$ cat src/sv/mass_pkg.sv
// ------------------------------------------------------------------------
// mass_pkg
// Types, codes and constants of the stepper sequencer.
// ------------------------------------------------------------------------
package mass_pkg;

  localparam int MOTORS_DEF     = 4;
  localparam int STEP_FIELDS    = 4;   // motors that have a step field
  localparam int STEP_W         = 8;
  localparam int DELAY_W        = 20;
  localparam logic [DELAY_W-1:0] DELAY_RST = 20'd1000;
  localparam int S_TDATA_W      = 40;  // 4 x 8 step counts + 2 select, byte padded
  localparam int M_TDATA_W      = 8;   // 2 index + 4 pattern + 1 busy, byte padded

  typedef enum logic [1:0] {
    REQ_LOAD = 2'd0,
    REQ_TICK = 2'd1,
    REQ_STOP = 2'd2
  } req_t;

  typedef enum logic [1:0] {
    EVT_COIL   = 2'd0,
    EVT_ACCEPT = 2'd1,
    EVT_REJECT = 2'd2,
    EVT_FINISH = 2'd3
  } evt_t;

  typedef struct packed {
    req_t                                req;
    logic [STEP_FIELDS-1:0][STEP_W-1:0]  steps;
    logic [1:0]                          sel;
  } item_t;

  typedef struct packed {
    logic       valid;
    evt_t       kind;
    logic [1:0] motor;
    logic [3:0] pattern;
    logic       busy;
  } result_t;

  // Full-step coil table, phases 0..3.
  function automatic logic [3:0] coil_of(input logic [1:0] ph);
    logic [3:0] p;
    case (ph)
      2'd0:    p = 4'h9;
      2'd1:    p = 4'h3;
      2'd2:    p = 4'h6;
      2'd3:    p = 4'hC;
      default: p = 4'h0;
    endcase
    return p;
  endfunction

endpackage

$ cat src/sv/mass_seq.sv
// ------------------------------------------------------------------------
// mass_seq
// Sequencer state and the single-pass update for one request.
// ------------------------------------------------------------------------
module mass_seq #(
  parameter int MOTORS = mass_pkg::MOTORS_DEF
) (
  input  logic                         clk,
  input  logic                         rst,
  input  logic                         cfg_we,
  input  logic [mass_pkg::DELAY_W-1:0] cfg_delay,
  input  logic                         fire,
  input  mass_pkg::item_t              item,
  output mass_pkg::result_t            res
);
  import mass_pkg::*;

  localparam int IDX_W = (MOTORS > 1) ? $clog2(MOTORS) : 1;

  logic [1:0]         phase          [MOTORS];
  logic [1:0]         phase_next     [MOTORS];
  logic [STEP_W-1:0]  remaining      [MOTORS];
  logic [STEP_W-1:0]  remaining_next [MOTORS];
  logic               backward       [MOTORS];
  logic               backward_next  [MOTORS];
  logic [DELAY_W-1:0] wait_count, wait_count_next;
  logic [DELAY_W-1:0] step_delay;
  logic               running, running_next;

  logic               found;
  logic [IDX_W-1:0]   pick;
  logic [STEP_W-1:0]  cnt;

  // lowest motor with steps left
  always_comb begin
    found = 1'b0;
    pick  = '0;
    for (int i = 0; i < MOTORS; i++) begin
      if (!found && remaining[i] != '0) begin
        found = 1'b1;
        pick  = IDX_W'(i);
      end
    end
  end

  always_comb begin
    for (int i = 0; i < MOTORS; i++) begin
      phase_next[i]     = phase[i];
      remaining_next[i] = remaining[i];
      backward_next[i]  = backward[i];
    end
    wait_count_next = wait_count;
    running_next    = running;
    cnt             = '0;
    res             = '0;
    res.kind        = EVT_COIL;

    case (item.req)
      REQ_LOAD: begin
        res.valid = 1'b1;
        if (running) begin
          res.kind = EVT_REJECT;
          res.busy = 1'b1;
        end else begin
          for (int i = 0; i < MOTORS; i++) begin
            cnt = '0;
            if (i < STEP_FIELDS) cnt = item.steps[i];
            backward_next[i]  = cnt[STEP_W-1];
            remaining_next[i] = cnt[STEP_W-1] ? STEP_W'(0 - cnt) : cnt;
          end
          wait_count_next = '0;
          running_next    = 1'b1;
          res.kind        = EVT_ACCEPT;
          res.busy        = 1'b1;
        end
      end
      REQ_TICK: begin
        if (running) begin
          if (wait_count != '0) begin
            wait_count_next = wait_count - DELAY_W'(1);
          end else if (found) begin
            for (int i = 0; i < MOTORS; i++) begin
              if (pick == IDX_W'(i)) begin
                phase_next[i]     = backward[i] ? phase[i] - 2'd1 : phase[i] + 2'd1;
                remaining_next[i] = remaining[i] - STEP_W'(1);
                res.pattern       = coil_of(phase[i]);
              end
            end
            wait_count_next = step_delay;
            res.valid       = 1'b1;
            res.kind        = EVT_COIL;
            res.motor       = 2'(pick);
            res.busy        = 1'b1;
          end else begin
            running_next = 1'b0;
            res.valid    = 1'b1;
            res.kind     = EVT_FINISH;
            res.busy     = 1'b0;
          end
        end
      end
      REQ_STOP: begin
        if (32'(item.sel) < MOTORS) begin
          res.valid = 1'b1;
          res.kind  = EVT_COIL;
          res.motor = item.sel;
          res.busy  = running;
        end
      end
      default: begin
      end
    endcase
  end

  always_ff @(posedge clk) begin
    if (rst) begin
      for (int i = 0; i < MOTORS; i++) begin
        phase[i]     <= '0;
        remaining[i] <= '0;
        backward[i]  <= 1'b0;
      end
      wait_count <= '0;
      running    <= 1'b0;
      step_delay <= DELAY_RST;
    end else begin
      if (cfg_we) step_delay <= cfg_delay;
      if (fire) begin
        for (int i = 0; i < MOTORS; i++) begin
          phase[i]     <= phase_next[i];
          remaining[i] <= remaining_next[i];
          backward[i]  <= backward_next[i];
        end
        wait_count <= wait_count_next;
        running    <= running_next;
      end
    end
  end

endmodule

$ cat src/sv/multi_axis_stepper_sequencer_top.sv
// ------------------------------------------------------------------------
// multi_axis_stepper_sequencer_top
// Full-step coil sequencer for up to four bipolar steppers.
// ------------------------------------------------------------------------
// A load request (tuser 0) takes one signed step count per motor and starts a
// move; a load while a move runs is answered with a reject beat. Tick
// requests (tuser 1, one per microsecond) then run motor 0's steps, then
// motor 1's, and so on: each step emits the coil pattern of the motor's phase
// (9, 3, 6, C), moves the phase one way or the other and holds for
// step_delay ticks; the tick after the last hold yields a finish beat. A stop
// request (tuser 2) emits a zero pattern for one motor without touching the
// move. Ticks that only count down give no beat. Each beat is registered on
// entry, the state update is one pass of logic, and the result lands in an
// output register, so a new beat is taken every cycle while the output side
// keeps up. step_delay resets to 1000 and is written on the cfg channel,
// which is always ready.
// ------------------------------------------------------------------------
module multi_axis_stepper_sequencer_top #(
  parameter int MOTORS = mass_pkg::MOTORS_DEF
) (
  input  logic                           clk,
  input  logic                           rst,
  input  logic                           s_axis_tvalid,
  output logic                           s_axis_tready,
  // [7:0] steps_m0, [15:8] steps_m1, [23:16] steps_m2, [31:24] steps_m3,
  // [33:32] motor_select, rest zero
  input  logic [mass_pkg::S_TDATA_W-1:0] s_axis_tdata,
  // [1:0] req_type
  input  logic [1:0]                     s_axis_tuser,
  output logic                           m_axis_tvalid,
  input  logic                           m_axis_tready,
  // [1:0] motor_index, [5:2] coil_pattern, [6] busy_res, [7] zero
  output logic [mass_pkg::M_TDATA_W-1:0] m_axis_tdata,
  // [1:0] event_kind
  output logic [1:0]                     m_axis_tuser,
  input  logic                           cfg_valid,
  output logic                           cfg_ready,
  input  logic [mass_pkg::DELAY_W-1:0]   cfg_data
);
  import mass_pkg::*;

  logic    in_valid;
  item_t   in_item;
  logic    advance;
  logic    fire;
  result_t res;
  logic    out_valid;
  result_t out_res;

  // output register frees when empty or being taken
  assign advance       = !out_valid || m_axis_tready;
  assign fire          = in_valid && advance;
  assign s_axis_tready = !in_valid || advance;
  assign cfg_ready     = 1'b1;

  // input register
  always_ff @(posedge clk) begin
    if (rst) begin
      in_valid <= 1'b0;
    end else if (s_axis_tready) begin
      in_valid <= s_axis_tvalid;
    end
  end

  always_ff @(posedge clk) begin
    if (s_axis_tready && s_axis_tvalid) begin
      in_item.req   <= req_t'(s_axis_tuser);
      in_item.steps <= s_axis_tdata[STEP_FIELDS*STEP_W-1:0];
      in_item.sel   <= s_axis_tdata[STEP_FIELDS*STEP_W +: 2];
    end
  end

  mass_seq #(
    .MOTORS (MOTORS)
  ) u_seq (
    .clk       (clk),
    .rst       (rst),
    .cfg_we    (cfg_valid && cfg_ready),
    .cfg_delay (cfg_data),
    .fire      (fire),
    .item      (in_item),
    .res       (res)
  );

  // result register; requests with no result just drain
  always_ff @(posedge clk) begin
    if (rst) begin
      out_valid <= 1'b0;
    end else if (advance) begin
      out_valid <= fire && res.valid;
    end
  end

  always_ff @(posedge clk) begin
    if (fire && res.valid) begin
      out_res <= res;
    end
  end

  assign m_axis_tvalid = out_valid;
  assign m_axis_tuser  = out_res.kind;
  assign m_axis_tdata  = {1'b0, out_res.busy, out_res.pattern, out_res.motor};

endmodule

$ cat config.mk
export PLATFORM = sky130hd
export DESIGN_NAME = multi_axis_stepper_sequencer_top
export DESIGN_NICKNAME = d
export VERILOG_FILES = /design/src/sv/mass_pkg.sv /design/src/sv/mass_seq.sv /design/src/sv/multi_axis_stepper_sequencer_top.sv
export SDC_FILE = /design/constraint.sdc
export NUM_CORES = 1
export LEC_CHECK = 0
export BUFFER_PORTS_ARGS = -buffer_cell sky130_fd_sc_hd__buf_2
export CAP_MARGIN = 20
export CORE_MARGIN = 1.5
export CORE_UTILIZATION = 55
export CTS_CLUSTER_DIAMETER = 30
export DETAILED_ROUTE_END_ITERATION = 10
export PLACE_DENSITY = 0.78
export SLEW_MARGIN = 15
export SYNTH_ARGS = -nofsm -noshare
export SYNTH_HDL_FRONTEND = slang
export SYNTH_SLANG_ARGS = --single-unit
$ cat constraint.sdc
create_clock -name clk -period 3.6 [get_ports clk]
set_clock_uncertainty 0.15 [all_clocks]
set_input_delay 0.54 -clock clk [delete_from_list [all_inputs] [get_ports clk]]
set_output_delay 0.54 -clock clk [all_outputs]
set_load 0.1 [all_outputs]
* Word-level counts from Yosys, hierarchy flattened
Memory sizes are Yosys's and may differ from the RTL's. Cells that the tools add are included.
Operators by class: add/subtract/negate cells 17, multiply operators 0, divide/modulo/power cells 0, order comparisons 0, eq/ne operators 20, shifts and indexed selects 0, multiplexer cells 84, bitwise logic cells 15, reductions and logical operators 28
Operator list (count):
- $mux W8 | 24
- $mux W32 | 4
- $mux W20 | 4
- $pmux W32 S2 | 1
- $pmux W4 S4 | 4
- $pmux W20 S2 | 1
- $mux W2 | 16
- $reduce_bool A8 Y1 | 4
- $sub A1 B8 Y8 const A | 4
- $sub A8 B1 Y8 const B | 4
- $mux W4 | 6
- $eq A2 B2 Y1 const B | 11
- $mux W10 | 2
- $reduce_bool A20 Y1 | 1
- $sub A20 B1 Y20 const B | 1
- $mux W1 | 17
- $eq A2 B1 Y1 const B | 6
- $logic_not A2 Y1 | 6
- $or A1 B1 Y1 | 12
- $pmux W3 S3 | 1
- $add A2 B1 Y2 const B | 4
- $sub A2 B1 Y2 const B | 4
- $logic_and A1 B1 Y1 | 6
- $mux W6 | 1
- other kinds (13) | 20
Word-level totals: register bits after elaboration 88, latch bits 0, RAM bits 44, ROM bits 0, input bits 67, word-level logic and storage cells 182, memories kept 3
Memory list:
- u_seq.remaining | depth 4, width 8, read ports 4, clocked after Yosys merged registers in 0, write ports 4, line mass_seq.sv:22 | logic [STEP_W-1:0] remaining [MOTORS];
- u_seq.phase | depth 4, width 2, read ports 4, clocked after Yosys merged registers in 0, write ports 4, line mass_seq.sv:20 | logic [1:0] phase [MOTORS];
- u_seq.backward | depth 4, width 1, read ports 4, clocked after Yosys merged registers in 0, write ports 4, line mass_seq.sv:24 | logic backward [MOTORS];

* Depth between registers and ports, before layout
An unclocked memory read counts as a cell.
word-level depth 22, depth in mapped cells 10

* Modules after synthesis
Synthesis repeated with hierarchy kept, for this count alone.
Unflattened totals: cell total of the unflattened synthesis 700, area total of the unflattened synthesis 7189.4 sq um
Modules (own cells, without submodules):
- mass_seq | instances 1, cells an instance 640, area an instance 5713.0 sq um, seq. area each 2142.1 sq um
- multi_axis_stepper_sequencer_top | instances 1, cells an instance 60, area an instance 1476.4 sq um, seq. area each 1391.3 sq um

* Worst setup path after synthesis
Ideal clock, no wire load.
path type register to register, start point reg out_valid (netlist: m_axis_tvalid), end point reg in_item[0] (netlist name), enable pin, library setup time 424 ps, data arrival time 2696 ps, data required time 3026 ps, setup slack 330 ps, cell stages (with the launch flop) 4, cells stage by stage dfxtp_1 -> nor2b_1 -> nand2_1 -> and2_1
Between the ends: word-level cells in the longest chain between the ends 4
RTL lines:
- start: declaration | line multi_axis_stepper_sequencer_top.sv:47 | logic out_valid;
- start signal: assignment | line multi_axis_stepper_sequencer_top.sv:90 | out_valid <= fire && res.valid;
- $logic_not A1 Y1 | line multi_axis_stepper_sequencer_top.sv:51 | assign advance = !out_valid || m_axis_tready;
- $logic_or A1 B1 Y1 | line multi_axis_stepper_sequencer_top.sv:51
- $logic_or A1 B1 Y1 | line multi_axis_stepper_sequencer_top.sv:53 | assign s_axis_tready = !in_valid || advance;
- net s_axis_tready | line multi_axis_stepper_sequencer_top.sv:24 | output logic s_axis_tready,
- $logic_and A1 B1 Y1 | line multi_axis_stepper_sequencer_top.sv:66 | if (s_axis_tready && s_axis_tvalid) begin
- end: declaration | line multi_axis_stepper_sequencer_top.sv:43 | item_t in_item;
The timed path passes the listed nets, and every way through them passes these cells. A chain may end at the register's enable or synchronous reset.

==> flow_summary.html <==
<table>
<tr><th>Metric</th><th>Value</th></tr>
<tr><th colspan="2">Min path</th></tr>
<tr><td>Launch point of the worst hold path</td><td>s_axis_tdata[2]</td></tr>
<tr><td>Hold/Removal Path Class</td><td>in -&gt; reg</td></tr>
<tr><td>Hold Path End</td><td>in_item[4]</td></tr>
<tr><td>Hold path cells</td><td>1</td></tr>
<tr><th colspan="2">Synth</th></tr>
<tr><td>Async SR Flop Fraction</td><td>0%</td></tr>
<tr><td>Net Count, Synth</td><td>793</td></tr>
<tr><td>Dominant cell by count in the synthesized netlist</td><td>sky130_fd_sc_hd__nor2_1</td></tr>
<tr><td>Seq cells post-synth</td><td>132</td></tr>
<tr><td>Primary FF master, synth</td><td>sky130_fd_sc_hd__edfxtp_1</td></tr>
<tr><td>Top cell type by total area after synthesis</td><td>sky130_fd_sc_hd__edfxtp_1</td></tr>
<tr><td>Commonest cells in the synthesized netlist</td><td>98 x sky130_fd_sc_hd__nor2_1, 89 x sky130_fd_sc_hd__edfxtp_1, 55 x sky130_fd_sc_hd__nand2_1</td></tr>
<tr><td>Post-synth design cell area</td><td>7070 um2</td></tr>
<tr><td>Mapped Cells</td><td>697</td></tr>
<tr><td>Proportion of netlist area held by the largest area contributor</td><td>37.8%</td></tr>
<tr><td>Top post-synthesis cells by area</td><td>sky130_fd_sc_hd__edfxtp_1 38%, sky130_fd_sc_hd__dfxtp_1 12%, sky130_fd_sc_hd__xnor2_1 5.5%, sky130_fd_sc_hd__nor2_1 5.2%, sky130_fd_sc_hd__ha_1 5.1%</td></tr>
<tr><td>Proportion of synthesized chip area in sequential cells</td><td>50.0%</td></tr>
<tr><td>Average instance area after synthesis</td><td>10.1 um2</td></tr>
<tr><td>EDFF count, synth</td><td>89</td></tr>
<tr><td>Post-synth cell types</td><td>68</td></tr>
<tr><td>Yosys warnings</td><td>0</td></tr>
<tr><th colspan="2">Clock tree</th></tr>
<tr><td>Buffer type at the clock tree root</td><td>sky130_fd_sc_hd__clkbuf_16</td></tr>
<tr><td>Number of buffers on the longest clock path</td><td>2</td></tr>
<tr><td>CTS buffer count</td><td>17</td></tr>
<tr><td>Reg clk slew, reported paths</td><td>60 ps</td></tr>
<tr><td>Cts-stage hold buffer count</td><td>0</td></tr>
<tr><td>Worst-Skew Late Latency</td><td>430 ps</td></tr>
<tr><td>Number of setup buffers added after CTS</td><td>0</td></tr>
<tr><td>H-tree lvl count</td><td>4</td></tr>
<tr><td># clock sinks</td><td>132</td></tr>
<tr><td>TritonCTS clock tree</td><td>yes</td></tr>
<tr><td>Cts repair resizes</td><td>0</td></tr>
<tr><th colspan="2">Global route</th></tr>
<tr><td>First-pass GRT wire length</td><td>24.8 mm</td></tr>
<tr><td>Number of antenna violations at the first check in global routing</td><td>0</td></tr>
<tr><td>Vias in the first global route</td><td>5222</td></tr>
<tr><td>Pin count of the biggest net entering global routing</td><td>60</td></tr>
<tr><td>Overall overflow remaining after global route</td><td>0</td></tr>
<tr><td>GRT Util Overall</td><td>24.2%</td></tr>
<tr><th colspan="2">Power and ir drop</th></tr>
<tr><td>Peak VDD IR</td><td>0.000404 V</td></tr>
<tr><td>Leak</td><td>3.27 nW</td></tr>
<tr><td>Power Dens Cells</td><td>470 nW/um2</td></tr>
<tr><th colspan="2">Setup path</th></tr>
<tr><td>Required time at the endpoint of the critical path</td><td>3490 ps</td></tr>
<tr><td>Number of cells traversed by the worst register-to-register path</td><td>7</td></tr>
<tr><td>Critical path arrival</td><td>3360 ps</td></tr>
<tr><td>Critical path startpoint category</td><td>register</td></tr>
<tr><td>R2r endpoint</td><td>u_seq.remaining[0][11]</td></tr>
<tr><td>Minimum setup slack among reg-to-reg paths</td><td>140 ps</td></tr>
<tr><td>R2R Path Start</td><td>u_seq.wait_count[2]</td></tr>
<tr><td>Crit path kind</td><td>reg -&gt; reg</td></tr>
<tr><td>Setup crit end kind</td><td>register</td></tr>
<tr><td>CP max FO</td><td>8</td></tr>
<tr><th colspan="2">Final layout</th></tr>
<tr><td>Fraction of final layout cells with drive strength greater than 1</td><td>17.0%</td></tr>
<tr><td>Number of antenna repair diodes</td><td>0</td></tr>
<tr><td>Layout Nets</td><td>870</td></tr>
<tr><td>Final design utilization</td><td>65.4%</td></tr>
<tr><td>Synth-to-Final Area Change</td><td>16.2%</td></tr>
<tr><th colspan="2">Route</th></tr>
<tr><td>DRC violations left</td><td>0</td></tr>
<tr><td>WL per Instance</td><td>16.1 um</td></tr>
<tr><td>Number of optimization iterations in the first detailed-route pass</td><td>5</td></tr>
<tr><td>DR vias</td><td>5480</td></tr>
<tr><td>Routed WL</td><td>15.4 mm</td></tr>
<tr><td>Mean number of vias per cell</td><td>5.71</td></tr>
<tr><td>DRT antenna net count</td><td>0</td></tr>
<tr><td>Violation count after the first detailed-routing iteration</td><td>479</td></tr>
<tr><th colspan="2">Timing</th></tr>
<tr><td>Endpoints failing setup</td><td>0</td></tr>
<tr><td>Setup TNS Final</td><td>0 ps</td></tr>
<tr><td>Shortest period the worst path allows</td><td>3460 ps</td></tr>
<tr><td>Max-slew violation count</td><td>0</td></tr>
<tr><td>Relative slew slack</td><td>36.9%</td></tr>
<tr><td>Tightest Pin Transition</td><td>942 ps</td></tr>
<tr><td>Max frequency</td><td>289 MHz</td></tr>
<tr><td>Final Cycle Share</td><td>96.2%</td></tr>
<tr><td>Unrepaired setup endpoints after global routing</td><td>false</td></tr>
<tr><td>Final hold viol count</td><td>0</td></tr>
<tr><td>Worst hold slack</td><td>132 ps</td></tr>
<tr><td>Minimum setup slack in the final design</td><td>135 ps</td></tr>
<tr><th colspan="2">Floorplanning</th></tr>
<tr><td>Site row count</td><td>41</td></tr>
<tr><td>Floorplan core area</td><td>12600 um2</td></tr>
<tr><td>Die Y</td><td>116 um</td></tr>
<tr><td>Num ports</td><td>80</td></tr>
<tr><td>DIE WIDTH</td><td>116 um</td></tr>
<tr><td>Area of the die</td><td>13500 um2</td></tr>
<tr><td>Initial core utilization</td><td>56.2%</td></tr>
<tr><th colspan="2">Place</th></tr>
<tr><td>Count of buffers inserted at the top-level ports</td><td>71</td></tr>
<tr><td>Placed wire-length estimate</td><td>10.7 mm</td></tr>
<tr><td>Worst setup slack before clock tree synthesis</td><td>168 ps</td></tr>
<tr><td>RePlAce Congestion</td><td>0.914</td></tr>
<tr><th colspan="2">Outcome</th></tr>
<tr><td>Outcome</td><td>finished, final reports clean</td></tr>
<tr><th colspan="2">Job</th></tr>
<tr><td>Maximum Capacitance Violations</td><td>0</td></tr>
</table>
==> how the worst max path moves through the flow <==
stage	endpoint	from	slack [ps]
6_report	u_seq.remaining[0][11]	u_seq.wait_count[2]	140
5_1_grt	u_seq.remaining[0][25]	u_seq.wait_count[2]	10
4_1_cts	u_seq.remaining[0][11]	u_seq.wait_count[2]	140
3_5_place_dp	u_seq.remaining[0][8]	u_seq.wait_count[2]	170
3_3_place_gp	u_seq.remaining[0][17]	u_seq.wait_count[2]	250
2_1_floorplan	in_item[0]	m_axis_tvalid	330
==> final cells by class <==
cell class	instances	area (um2)
Fill cell	967	4350
Sequential cell	132	3530
Multi-Input combinational cell	500	3270
Timing Repair Buffer	90	498
Clock buffer	20	447
Tap cell	172	215
Clock inverter	12	130
Inverter	33	124
==> power by group <==
group	internal [W]	switching, W	leakage [nW]
combinational	0.000161	0.000241	1.75
clock	0.00104	0.000655	0.285
sequential	0.00170	0.0000630	1.24
==> metrics by stage <==
step	std cells	cell area, um2	total power (W)
2_1_floorplan	697	7070	0.00207
3_3_place_gp	927	7640	0.00217
3_5_place_dp	927	7640	0.00219
4_1_cts	959	8220	0.00388
5_1_grt	959	8220	0.00399
6_report	959	8220	0.00386
==> metal layers <==
layer,track usage (%),vias up,routed length [um]
met4,11.0,0,309
met1,30.7,2555,6870
met5,0,-,0
li1,-,2696,-
met2,39.8,200,7350
met3,5.40,29,913
==> kinds of logic after synthesis <==
kind of cell,synth area share (%)
AND/OR/NAND/NOR,18.7
AO/OA/AOI/OAI,13.1
flip-flops,50.0
buffers and inverters,3.79
XOR/XNOR,5.82
adder cells (fa/ha/maj),5.13
multiplexers,3.42
other,0.106
==> registers in the layout, indices dropped and copies added (netlist names) <==
register	count
u_seq.step_delay	20
u_seq.remaining	32
u_seq.wait_count	20
m_axis_tvalid	1
u_seq.backward	4
u_seq.running	1
in_valid	1
m_axis_tdata	7
in_item	36
m_axis_tuser	2
u_seq.phase	8
==> critical path, stage by stage, from the launching register on <==
cell and delay (ps):
sky130_fd_sc_hd__dfxtp_1 360, sky130_fd_sc_hd__or4_4 590, sky130_fd_sc_hd__or4_4 510, sky130_fd_sc_hd__or2_1 290, sky130_fd_sc_hd__nor2_4 230, sky130_fd_sc_hd__o2bb2ai_1 100
sky130_fd_sc_hd__buf_4 160, sky130_fd_sc_hd__a31oi_1 690
==> cell usage in the layout (no fill, tap or decap), types with 23 or more instances in the layout <==
cell / n
sky130_fd_sc_hd__nor2_1: 98
sky130_fd_sc_hd__edfxtp_1: 89
sky130_fd_sc_hd__buf_2: 71
sky130_fd_sc_hd__nand2_1: 55
sky130_fd_sc_hd__xnor2_1: 44
sky130_fd_sc_hd__dfxtp_1: 43
sky130_fd_sc_hd__inv_1: 32
sky130_fd_sc_hd__o21ai_0: 30
sky130_fd_sc_hd__a211oi_1: 28
sky130_fd_sc_hd__ha_1: 28
sky130_fd_sc_hd__a21oi_1: 25
sky130_fd_sc_hd__mux2i_1: 23
(Power assumes the default switching activity.)
